<file path="src/sv/split_virtqueue_descriptor_manager_macros.svh">
// Assertion macros for the split virtqueue descriptor manager.
// No dependencies.
`ifndef SPLIT_VIRTQUEUE_DESCRIPTOR_MANAGER_MACROS_SVH
`define SPLIT_VIRTQUEUE_DESCRIPTOR_MANAGER_MACROS_SVH
// Property that must hold at every edge outside reset.
`define SVQ_ASSERT(label, prop, msg) \
   label: assert property (@(posedge clock) disable iff (reset) (prop)) else $error(msg);
// Implication whose consequent is checked in the cycle after the antecedent.
`define SVQ_ASSERT_NEXT(label, ante, cons, msg) \
   label: assert property (@(posedge clock) disable iff (reset) (ante) |=> (cons)) \
      else $error(msg);
`endif

</file>
<file path="src/sv/svq_pkg.sv">
// Package for the split virtqueue descriptor manager: types, codes and constants.
// No dependencies.
`timescale 1ns / 1ps
`default_nettype none
package svq_pkg;
   // Number of descriptors; a power of two from 2 to 32.
   localparam int NUM_DESC_DEFAULT = 32;

   typedef enum logic [1:0] {
      OP_ENQ = 2'd0,
      OP_PUSH = 2'd1,
      OP_DEQ = 2'd2,
      OP_NONE = 2'd3
   } opcode_type;

   typedef enum logic [1:0] {
      ST_OK = 2'd0,
      ST_DROPPED = 2'd1,
      ST_EMPTY = 2'd2,
      ST_OVERFLOW = 2'd3
   } status_type;

   typedef struct packed {
      logic [1:0] opcode;
      logic [63:0] buf_addr;
      logic [31:0] buf_len;
      logic [15:0] token_flags;
      logic [5:0] chain_length;
      logic [4:0] used_id;
      logic [31:0] used_len;
   } req_type;

   typedef struct packed {
      logic [1:0] status;
      logic [4:0] desc_index;
      logic [4:0] avail_slot;
      logic chain_published;
      logic [63:0] out_addr;
      logic [31:0] out_len;
      logic [15:0] out_flags;
      logic [31:0] written_len;
      logic last;
   } rsp_type;

   // Controller to datapath.
   typedef struct packed {
      logic load;       // capture the request
      logic exec;       // execute enqueue or push and form its result, or form an empty dequeue's result
      logic deq_start;  // read used ring, begin the walk
      logic deq_read;   // read table at the current descriptor
      logic deq_emit;   // form one walk result and return the descriptor
   } cmd_type;

   // Datapath to controller.
   typedef struct packed {
      logic [1:0] opcode;
      logic deq_empty;
      logic deq_more;
   } sts_type;
endpackage
`default_nettype wire

</file>
<file path="src/sv/svq_ctrl.sv">
// Controller state machine for the descriptor manager.
// Depends on svq_pkg.
`timescale 1ns / 1ps
`default_nettype none
module svq_ctrl import svq_pkg::*; (
   input wire logic clock,
   input wire logic reset,
   input wire logic req_valid,
   output logic req_ready,
   output logic rsp_valid,
   input wire logic rsp_ready,
   input sts_type sts,
   output cmd_type cmd
);
   typedef enum logic [5:0] {
      S_IDLE = 6'b000001,
      S_EXEC = 6'b000010,
      S_DSTART = 6'b000100,
      S_DREAD = 6'b001000,
      S_DEMIT = 6'b010000,
      S_OUT = 6'b100000
   } state_type;

   state_type state_ff, state_in;
   logic more_ff, more_in;

   assign req_ready = (state_ff == S_IDLE);
   assign rsp_valid = (state_ff == S_OUT);

   always_comb begin
      state_in = state_ff;
      more_in = more_ff;
      cmd = '0;
      case (state_ff)
         S_IDLE: begin
            if (req_valid) begin
               cmd.load = 1'b1;
               state_in = S_EXEC;
            end
         end
         S_EXEC: begin
            if (sts.opcode == OP_DEQ) begin
               cmd.deq_start = 1'b1;
               state_in = S_DSTART;
            end else if (sts.opcode == OP_NONE) begin
               state_in = S_IDLE;
            end else begin
               cmd.exec = 1'b1;
               more_in = 1'b0;
               state_in = S_OUT;
            end
         end
         S_DSTART: begin
            if (sts.deq_empty) begin
               cmd.exec = 1'b1;
               more_in = 1'b0;
               state_in = S_OUT;
            end else begin
               cmd.deq_read = 1'b1;
               state_in = S_DREAD;
            end
         end
         S_DREAD: begin
            cmd.deq_emit = 1'b1;
            more_in = sts.deq_more;
            state_in = S_OUT;
         end
         S_OUT: begin
            if (rsp_ready) begin
               if (more_ff) begin
                  cmd.deq_read = 1'b1;
                  state_in = S_DREAD;
               end else begin
                  state_in = S_IDLE;
               end
            end
         end
         default: state_in = S_IDLE;
      endcase
   end

   always_ff @(posedge clock) begin
      if (reset) begin
         state_ff <= S_IDLE;
         more_ff <= 1'b0;
      end else begin
         state_ff <= state_in;
         more_ff <= more_in;
      end
   end
endmodule
`default_nettype wire

</file>
<file path="config.mk">
export PLATFORM = sky130hd
export DESIGN_NAME = svq_ctrl
export DESIGN_NICKNAME = d
export VERILOG_FILES = /design/src/sv/split_virtqueue_descriptor_manager_macros.svh /design/src/sv/svq_pkg.sv /design/src/sv/svq_ctrl.sv
export SDC_FILE = /design/constraint.sdc
export NUM_CORES = 1
export LEC_CHECK = 0
export ABC_AREA = 0
export BUFFER_PORTS_ARGS = -buffer_cell sky130_fd_sc_hd__buf_2
export CAP_MARGIN = 15
export CORE_MARGIN = 2
export CORE_UTILIZATION = 25
export CTS_CLUSTER_DIAMETER = 40
export DETAILED_ROUTE_END_ITERATION = 16
export GPL_TIMING_DRIVEN = 0
export PLACE_DENSITY_LB_ADDON = 0.08
export SETUP_SLACK_MARGIN = 0.1
export SLEW_MARGIN = 10
export SYNTH_ARGS = -nofsm -noshare
export SYNTH_HDL_FRONTEND = slang
export SYNTH_SLANG_ARGS = --single-unit
</file>
<file path="constraint.sdc">
create_clock -name clock -period 1.6 [get_ports clock]
set_clock_uncertainty 0.1 [all_clocks]
set_input_delay 0.24 -clock clock [delete_from_list [all_inputs] [get_ports clock]]
set_output_delay 0.24 -clock clock [all_outputs]
set_load 0.005 [all_outputs]
</file>
==> flow_summary.toml, run 1 <==
[worst_setup_path]
cp_max_fo = 3
cp.required_ps = 1260
cp-end-kind = "output port"
worstSetupPathType = "reg -> out"
startpoint_type = "flop"
crit_family = "simple AND/OR/NAND/NOR gates"
worstSetupStartpoint = "state_ff[5]"
critPathSlowestCell = "or3_4"
worstPathCellList = "or3_4 -> o32ai_4 -> buf_2"
rr_startpoint = "state_ff[1]"
arrival_ps = 1470
max_stage_delay_ps = 430
path_buf_inv = 1

[logic_synthesis]
synth_ff_type = "dfxtp_1"
ys_types = 28
synth_area_leader_cell = "dfxtp_1"
synth-edff-count = 0
synth.top_cell.area_share_pct = 28.5
synthCells = 51
ys_seq_elements = 6
synth-async-reset-ratio_pct = 0
synth_fp_nets = 59
ys_seq_area_share_pct = 28.5
yosys_warnings = 0
avgSynthCellArea_sq_um = 8.27
yosys-top-cells-area = "dfxtp_1 28%, nor2_1 5.3%, a31oi_1 4.5%, nand2b_1 4.5%, nor3b_4 4.5%"
synth_area_sq_um = 422

[clocking]
postCtsHoldBufs = 0
ctsHtreeMaxLevel = 1
clock_path_buffers = 2
cts.sinks = 6
cts_tree = "done"
root_buffer = "clkbuf_4"
clkTransAtPathRegs_ps = 40
clock_latency_ps = 240
cts_made_buffers = 3

[global_route]
grt_max_degree = 9
grt_pass1_vias = 433
antenna_found_initial = 0
gr-total-overflow = 0
grt_pass1_wl_um = 1950
grt_use_total_pct = 13.3

[placement]
hpwl_um = 792
globalplace.congestion = 0.699
dp_cells = 81
portBuffers = 14

[drt]
drcViolationCount = 0
drt-pass1-iter-count = 4
ant_nets = 0
drt-vias-per-instance = 5.05
wl_per_cell_um = 14.3
via_count = 490
wl_met2_um = 714
m1WireLength_um = 622
initialDrtViolationCount = 10
finalWirelength_um = 1390
wl_met3_um = 48
highest_layer = "met4"

[floorplan]
die_h_um = 45.1
start_util_pct = 27.4
num_rows = 14
die_x_um = 45.1
boundaryPins = 15
dieArea_sq_um = 2030
core_region_area_sq_um = 1540

[hold_path]
hp-class = "in -> reg"
min_from = "sts[2]"

[timing]
min_period_over_period_pct = 113
setup_slack_ps = -207
setup_viol = 5
final_hold_viol_count = 0
slew_viol_final = 0
worstMarginPinSlew_ps = 278
slew_headroom_pct = 81.4
clock.fmax_mhz = 553
timing.final.crit_period_ps = 1810
rsz0062_at_grt = "yes"

[power_and_ir_drop]
vdd_drop_max_mv = 0.314
power_uw = 472
power_density_nw_per_um2 = 633
leakagePower_uw = 0.000303

[layout]
mostFrequentLayoutCells = "14 x buf_2, 9 x buf_4, 5 x buf_6"
postLayoutCoreUtil_pct = 48.4
antennaDiodeCount = 0
final_common_cell = "buf_2"
finalNonFillerCells = 97
area_growth_pct = 76.9
drive_gt1_share_pct = 66.7
nets = 91
fill_cells = 168

[status]
status = "finished, violations left"
failed_checks = "negative setup slack"

[flow_run]
cap_violations = 0
-- through the flow --
step                hold slack [ps]  setup slack (ps)  setup TNS [ps]  instance area, sq um
global placement                342             -1.68           -1.68                   512
CTS                            68.5              -217            -628                   653
finish                         84.3              -207            -375                   746
global route                   95.1              -242            -880                   746
detailed placement              345              17.9               0                   512
floorplan                       209               211               0                   422
-- flip-flops by register name (all words and copies together), names as in the netlist --
name	cells
more_ff	1
state_ff	5
-- path summary, 6_finish.rpt --
check / end / slack [ps] / cells past startpoint
setup / recovery: cmd[1] / -210 / 3
hold / removal: state_ff[2] / 80 / 2
hold reg to reg: more_ff / 410 / 2
setup reg to reg: state_ff[0] / 0 / 6
-- report_power, final --
group | leakage (uW) | total, uW | internal, uW | switching [uW]
logic | 0.000238 | 172 | 92.5 | 79.9
registers | 0.0000517 | 165 | 156 | 9.77
clock network | 0.0000138 | 134 | 84.5 | 49.8
total | 0.000303 | 472 | 333 | 139
-- metal layers --
metal / vias up / global-route usage (%)
met5: - / 0
li1: 254 / -
met2: 13 / 20.9
met4: 0 / 8.82
met3: 2 / 1.60
met1: 221 / 17.1
-- cells by family (layout without fill, tap and decap cells) --
group / after synthesis / in the layout / synth area share, %
multiplexers: 1 / 1 / 2.67
flip-flops: 6 / 6 / 28.5
AO/OA/AOI/OAI: 11 / 11 / 18.1
buffers and inverters: 3 / 33 / 4.45
XOR/XNOR: 1 / 1 / 2.08
AND/OR/NAND/NOR: 29 / 29 / 44.2
-- repair_timing --
item	CTS	global route
hold endpoints to repair	0	0
setup buffers	6	9
gates resized for setup	18	14
cloned	0	0
pin swaps	13	15
endpoints found under the setup margin	7	10
-- final cells by class --
cell class	instances	area, sq um	area share, %
Inverter	2	7.51	1.01
Multi-Input combinational cell	42	365	49.0
Timing Repair Buffer	28	194	26.0
Tap cell	16	20.0	2.68
Sequential cell	6	136	18.3
Clock buffer	3	22.5	3.02
-- cell usage after synthesis, types with 2 or more instances --
library cell and instances:
a21oi_1 3, a31oi_1 3, dfxtp_1 6, inv_1 2, nand2_1 2, nand2b_1 3, nor2_1 6, nor2b_1 2
nor3_1 3, nor4_1 2, o21ai_0 2
No activity file was read; power rests on OpenSTA's default activity.
==> inputs of run 2 (changes only) <==
--- a/config.mk
+++ b/config.mk
@@ -15,6 +15,7 @@
 export GPL_TIMING_DRIVEN = 0
 export PLACE_DENSITY_LB_ADDON = 0.08
 export SETUP_SLACK_MARGIN = 0.1
+export SKIP_CTS_REPAIR_TIMING = 1
 export SLEW_MARGIN = 10
 export SYNTH_ARGS = -nofsm -noshare
 export SYNTH_HDL_FRONTEND = slang
==> run 2 against run 1 <==
  * The flow still finishes with violations (negative setup slack)
  * Hold slack lost 1.7 ps
  * Die area is the same
  * Design area shrank 16%
  * Total power shrank 11%
  * Register-to-register slack gained 70 ps
  * First-iteration DRC count shrank 60%
  * Flip-flop and latch count is the same
  * Non-clock buffer count shrank 8
  * Fmax shrank 0.37%
  * Via count shrank 7.6%
  * Global-route usage shrank 1.9 points
  * Critical endpoint unchanged
  * Highest routed layer unchanged
==> flow_summary.toml, run 2 (synthesized netlist as in run 1, its figures left out) <==
[placement]
portBuffers = 14
globalplace.congestion = 0.699
hpwl_um = 792
dp_cells = 81

[layout]
reg.largest.list = "state_ff x5, more_ff x1"
fill_cells = 184
postLayoutCoreUtil_pct = 40.4
finalNonFillerCells = 89
antennaDiodeCount = 0
top_register = "state_ff"
mostFrequentLayoutCells = "14 x buf_2, 5 x buf_4, 4 x dfxtp_2"
largest_reg_flops = 5
nets = 83
drive_gt1_share_pct = 57.5
final_common_cell = "buf_2"
area_growth_pct = 47.8

[drt]
via_count = 453
initialDrtViolationCount = 4
drcViolationCount = 0
ant_nets = 0
drt-vias-per-instance = 5.09
finalWirelength_um = 1110
wl_per_cell_um = 12.5
drt-pass1-iter-count = 4

[global_route]
grt_use_total_pct = 11.4
grt_pass1_wl_um = 1670
antenna_found_initial = 0
grt_max_degree = 11
gr-total-overflow = 0
grt_pass1_vias = 392

[status]
status = "finished, violations left"
failed_checks = "negative setup slack"

[power_and_ir_drop]
power_density_nw_per_um2 = 677
leakagePower_uw = 0.000254
power_uw = 422
p_int_uw = 303
power_frac_seq_pct = 40.2
vdd_drop_max_mv = 0.335
power_frac_comb_pct = 27.8
p_sw_uw = 119
clkPwrFrac_pct = 32.1
switching_share_pct = 28.2

[timing]
slew_viol_final = 0
min_period_over_period_pct = 113
slew_headroom_pct = 78.9
final_hold_viol_count = 0
setup_slack_ps = -214
timing.hold.ws_ps = 82.6
worstMarginPinSlew_ps = 313
rsz0062_at_grt = "yes"
timing.final.crit_period_ps = 1810
clock.fmax_mhz = 551
setup_viol = 4

[clocking]
clkTransAtPathRegs_ps = 50
cts_made_buffers = 3
cts.sinks = 6
ctsHtreeMaxLevel = 1
cts_tree = "done"
clock_path_buffers = 2
root_buffer = "clkbuf_4"
clock_latency_ps = 240

[floorplan]
dieArea_sq_um = 2030
boundaryPins = 15
start_util_pct = 27.4
core_region_area_sq_um = 1540
num_rows = 14
die_h_um = 45.1
die_x_um = 45.1

[worst_setup_path]
worst_r2r_endpoint = "more_ff"
startpoint_type = "flop"
cp.required_ps = 1260
r2r_setup_slack_ps = 70
cp_max_fo = 6
max_stage_delay_ps = 370
arrival_ps = 1470
worstSetupPathType = "reg -> out"
rr_startpoint = "state_ff[1]"
critPathSlowestCell = "or3_4"
r2r.worst_path.cells = 6
cp-end-kind = "output port"
worstPathCellList = "buf_6 -> or3_4 -> o32ai_4 -> buf_2"

[hold_path]
hold-path-endpoint = "state_ff[2]"
min_from = "sts[2]"
hp-class = "in -> reg"
min_path_cells = 2

[flow_run]
cap_violations = 0
[run 2: cell count changes in the layout (fill, tap and decap cells not counted), moves of 2 or more]
cell and change:
nor2_2 +2, dfxtp_2 +3, buf_4 -4, nand2b_1 +2, buf_6 -4, nor2_4 -2, dfxtp_4 -3
[run 2: power by group through the flow]
stage / Clock, uW / Sequential, uW / Combinational [uW]
3_3_place_gp: 0 / 171 / 99.1
4_1_cts: 146 / 168 / 99.1
6_report: 135 / 169 / 117
5_1_grt: 153 / 170 / 129
2_1_floorplan: 0 / 168 / 65.6
3_5_place_dp: 0 / 171 / 98.2
[run 2: worst max path at each step]
| stage | startpoint | to | slack [ps] | depth (start not counted) |
|---|---|---|---|---|
| CTS | state_ff[0] | cmd[1] | -260 | 3 |
| floorplan | state_ff[1] | state_ff[0] | 210 | 5 |
| detailed placement | state_ff[5] | cmd[1] | 20 | 3 |
| global placement | state_ff[5] | cmd[1] | -2 | 3 |
| global route | state_ff[1] | cmd[1] | -270 | 4 |
| finish | state_ff[1] | cmd[1] | -210 | 4 |
[run 2: final cells by class]
| type | count | area (sq um) | area share, % |
|---|---|---|---|
| multi-input combinational | 42 | 325 | 52.2 |
| sequential | 6 | 129 | 20.7 |
| timing repair buffer | 19 | 108 | 17.3 |
| clock buffer | 3 | 22.5 | 3.61 |
| tap | 16 | 20.0 | 3.21 |
| buffer | 1 | 11.3 | 1.81 |
| inverter | 2 | 7.51 | 1.20 |
[run 2: metrics by stage]
step	setup TNS [ps]	area [sq um]	setup slack, ps
finish	-475	623	-214
CTS	-752	534	-256
detailed placement	0	512	17.9
global route	-988	623	-269
floorplan	0	422	211
global placement	-1.68	512	-1.68
[run 2: per-layer routing]
layer | GRT usage [%] | share of wire, % | vias up
met5 | 0 | 0 | -
met4 | 8.82 | 0.45 | 0
met3 | 1.60 | 3.9 | 2
met2 | 16.0 | 51 | 9
met1 | 15.6 | 45 | 207
li1 | - | - | 235
[run 2: worst max-delay path: cells and delay by family (launching register included)]
family / cells / cell delay [ps]
and+or+nand+nor: 1 / 370
DFF: 1 / 310
buffers and inverters: 2 / 280
AOI/OAI and AO/OA: 1 / 280
==> inputs of run 3 (changes only) <==
--- a/config.mk
+++ b/config.mk
@@ -8,12 +8,13 @@
 export ABC_AREA = 0
 export BUFFER_PORTS_ARGS = -buffer_cell sky130_fd_sc_hd__buf_2
 export CAP_MARGIN = 15
-export CORE_MARGIN = 2
-export CORE_UTILIZATION = 25
+export CORE_AREA = 2 2 39 41
 export CTS_CLUSTER_DIAMETER = 40
 export DETAILED_ROUTE_END_ITERATION = 16
+export DIE_AREA = 0 0 41 43
 export GPL_TIMING_DRIVEN = 0
 export PLACE_DENSITY_LB_ADDON = 0.08
+export REMOVE_ABC_BUFFERS = 1
 export SETUP_SLACK_MARGIN = 0.1
 export SKIP_CTS_REPAIR_TIMING = 1
 export SLEW_MARGIN = 10
==> run 3 against run 2 <==
  * The run still ends with negative setup slack left
  * Critical path type unchanged
  * Hold slack better by 4.9 ps
  * Setup slack better by 74 ps
  * Largest cell class unchanged
  * Non-clock buffer count down 3
  * Clock power down 4%
  * Die area down 13%
  * Global-route usage is 1.4 points higher
==> flow_summary.toml, run 3 (synthesized netlist as in run 1, its figures left out) <==
[timing]
setup_viol = 3
setup_tns_ps = -227
final_hold_viol_count = 0
min_period_over_period_pct = 109
rsz0062_at_grt = "yes"
worstMarginPinSlew_ps = 227
slew_headroom_pct = 84.8
clock.fmax_mhz = 575
setup_slack_ps = -140
slew_viol_final = 0
timing.final.crit_period_ps = 1740
timing.hold.ws_ps = 87.5

[placement]
globalplace.congestion = 0.714
placed_cell_area_sq_um = 500
dp_cells = 80
portBuffers = 14
hpwl_um = 782

[power_and_ir_drop]
switching_share_pct = 26.8
vdd_drop_max_mv = 0.342
clkPwrFrac_pct = 31.7
power_frac_comb_pct = 25.3
power_density_nw_per_um2 = 691
p_sw_uw = 109
leakagePower_uw = 0.000233
power_frac_seq_pct = 43.0
p_int_uw = 297

[drt]
ant_nets = 0
initialDrtViolationCount = 10
drt-vias-per-instance = 5.10
drt-pass1-iter-count = 4
wl_per_cell_um = 12.7
via_count = 439
finalWirelength_um = 1090
drcViolationCount = 0

[clocking]
cts_made_buffers = 3
cts.sinks = 6
cts_tree = "done"
root_buffer = "clkbuf_4"
clock_latency_ps = 230
clock_path_buffers = 2
clkTransAtPathRegs_ps = 40
ctsHtreeMaxLevel = 1

[global_route]
grt_pass1_vias = 345
antenna_found_initial = 0
grt_pass1_wl_um = 1560
grt_use_total_pct = 12.9
grt_max_degree = 11
gr-total-overflow = 0

[floorplan]
die_h_um = 43
start_util_pct = 30.5
core_region_area_sq_um = 1380
die_x_um = 41
num_rows = 14
dieArea_sq_um = 1760
boundaryPins = 15

[worst_setup_path]
cp-end-kind = "output port"
cp_max_fo = 7
cp.required_ps = 1260
arrival_ps = 1400
worstSetupPathType = "reg -> out"
startpoint_type = "flop"

[hold_path]
hp-class = "in -> reg"

[layout]
drive_gt1_share_pct = 51.4
nets = 80
area_growth_pct = 39.2
design_area_sq_um = 587
reg.largest.list = "state_ff x5, more_ff x1"
largest_reg_flops = 5
top_register = "state_ff"
antennaDiodeCount = 0
final_common_cell = "buf_2"
finalNonFillerCells = 86
mostFrequentLayoutCells = "14 x buf_2, 4 x nor2_1"

[status]
status = "finished, violations left"
failed_checks = "negative setup slack"

[flow_run]
cap_violations = 0
[run 3: cell types whose count changed in the layout (fill, tap and decap cells not counted), sizes merged]
| cell | change |
|---|---|
| buf | -3 |
[run 3: per-layer routing]
metal / track usage [%] / vias up / share of wire [%]
li1: - / 228 / -
met1: 19.0 / 202 / 47
met2: 16.9 / 9 / 49
met3: 1.57 / 0 / 3.8
met4: 8.00 / 0 / 0
met5: 0 / - / 0
[run 3: power by group through the flow]
stage / sequential [uW] / clock [uW] / combinational, uW
6_report: 174 / 129 / 103
5_1_grt: 175 / 150 / 114
4_1_cts: 173 / 139 / 88.2
3_5_place_dp: 176 / 0 / 87.5
3_3_place_gp: 176 / 0 / 88.4
2_1_floorplan: 171 / 0 / 57.6
[run 3: final timing paths]
check	from	endpoint	slack, ps	cells past startpoint
max	state_ff[0]	cmd[1]	-140	3
max reg2reg	state_ff[0]	state_ff[0]	80	5
min	sts[2]	state_ff[2]	90	2
min reg2reg	more_ff	more_ff	410	2
[run 3: critical path, cell delays in order, from the launching register on]
cell	delay [ps]
dfxtp_4	360
or3_4	430
o32ai_4	230
buf_2	150
[run 3: area by class of cell]
| cell class | instances | area [sq um] |
|---|---|---|
| multi-input cells | 42 | 313 |
| inverters | 2 | 7.51 |
| fillers | 157 | 797 |
| well taps | 16 | 20.0 |
| flip-flops and latches | 6 | 131 |
| repair buffers | 17 | 92.6 |
| clock buffers | 3 | 22.5 |
[run 3: through the flow]
| step | power (uW) | setup WS (ps) | utilization (%) |
|---|---|---|---|
| finish | 406 | -140 | 42.4 |
| global route | 439 | -197 | 42.4 |
| CTS | 401 | -262 | 37.8 |
| detailed placement | 263 | 2.87 | 36.2 |
| global placement | 264 | -10.4 | 36.2 |
| floorplan | 229 | 216 | - |
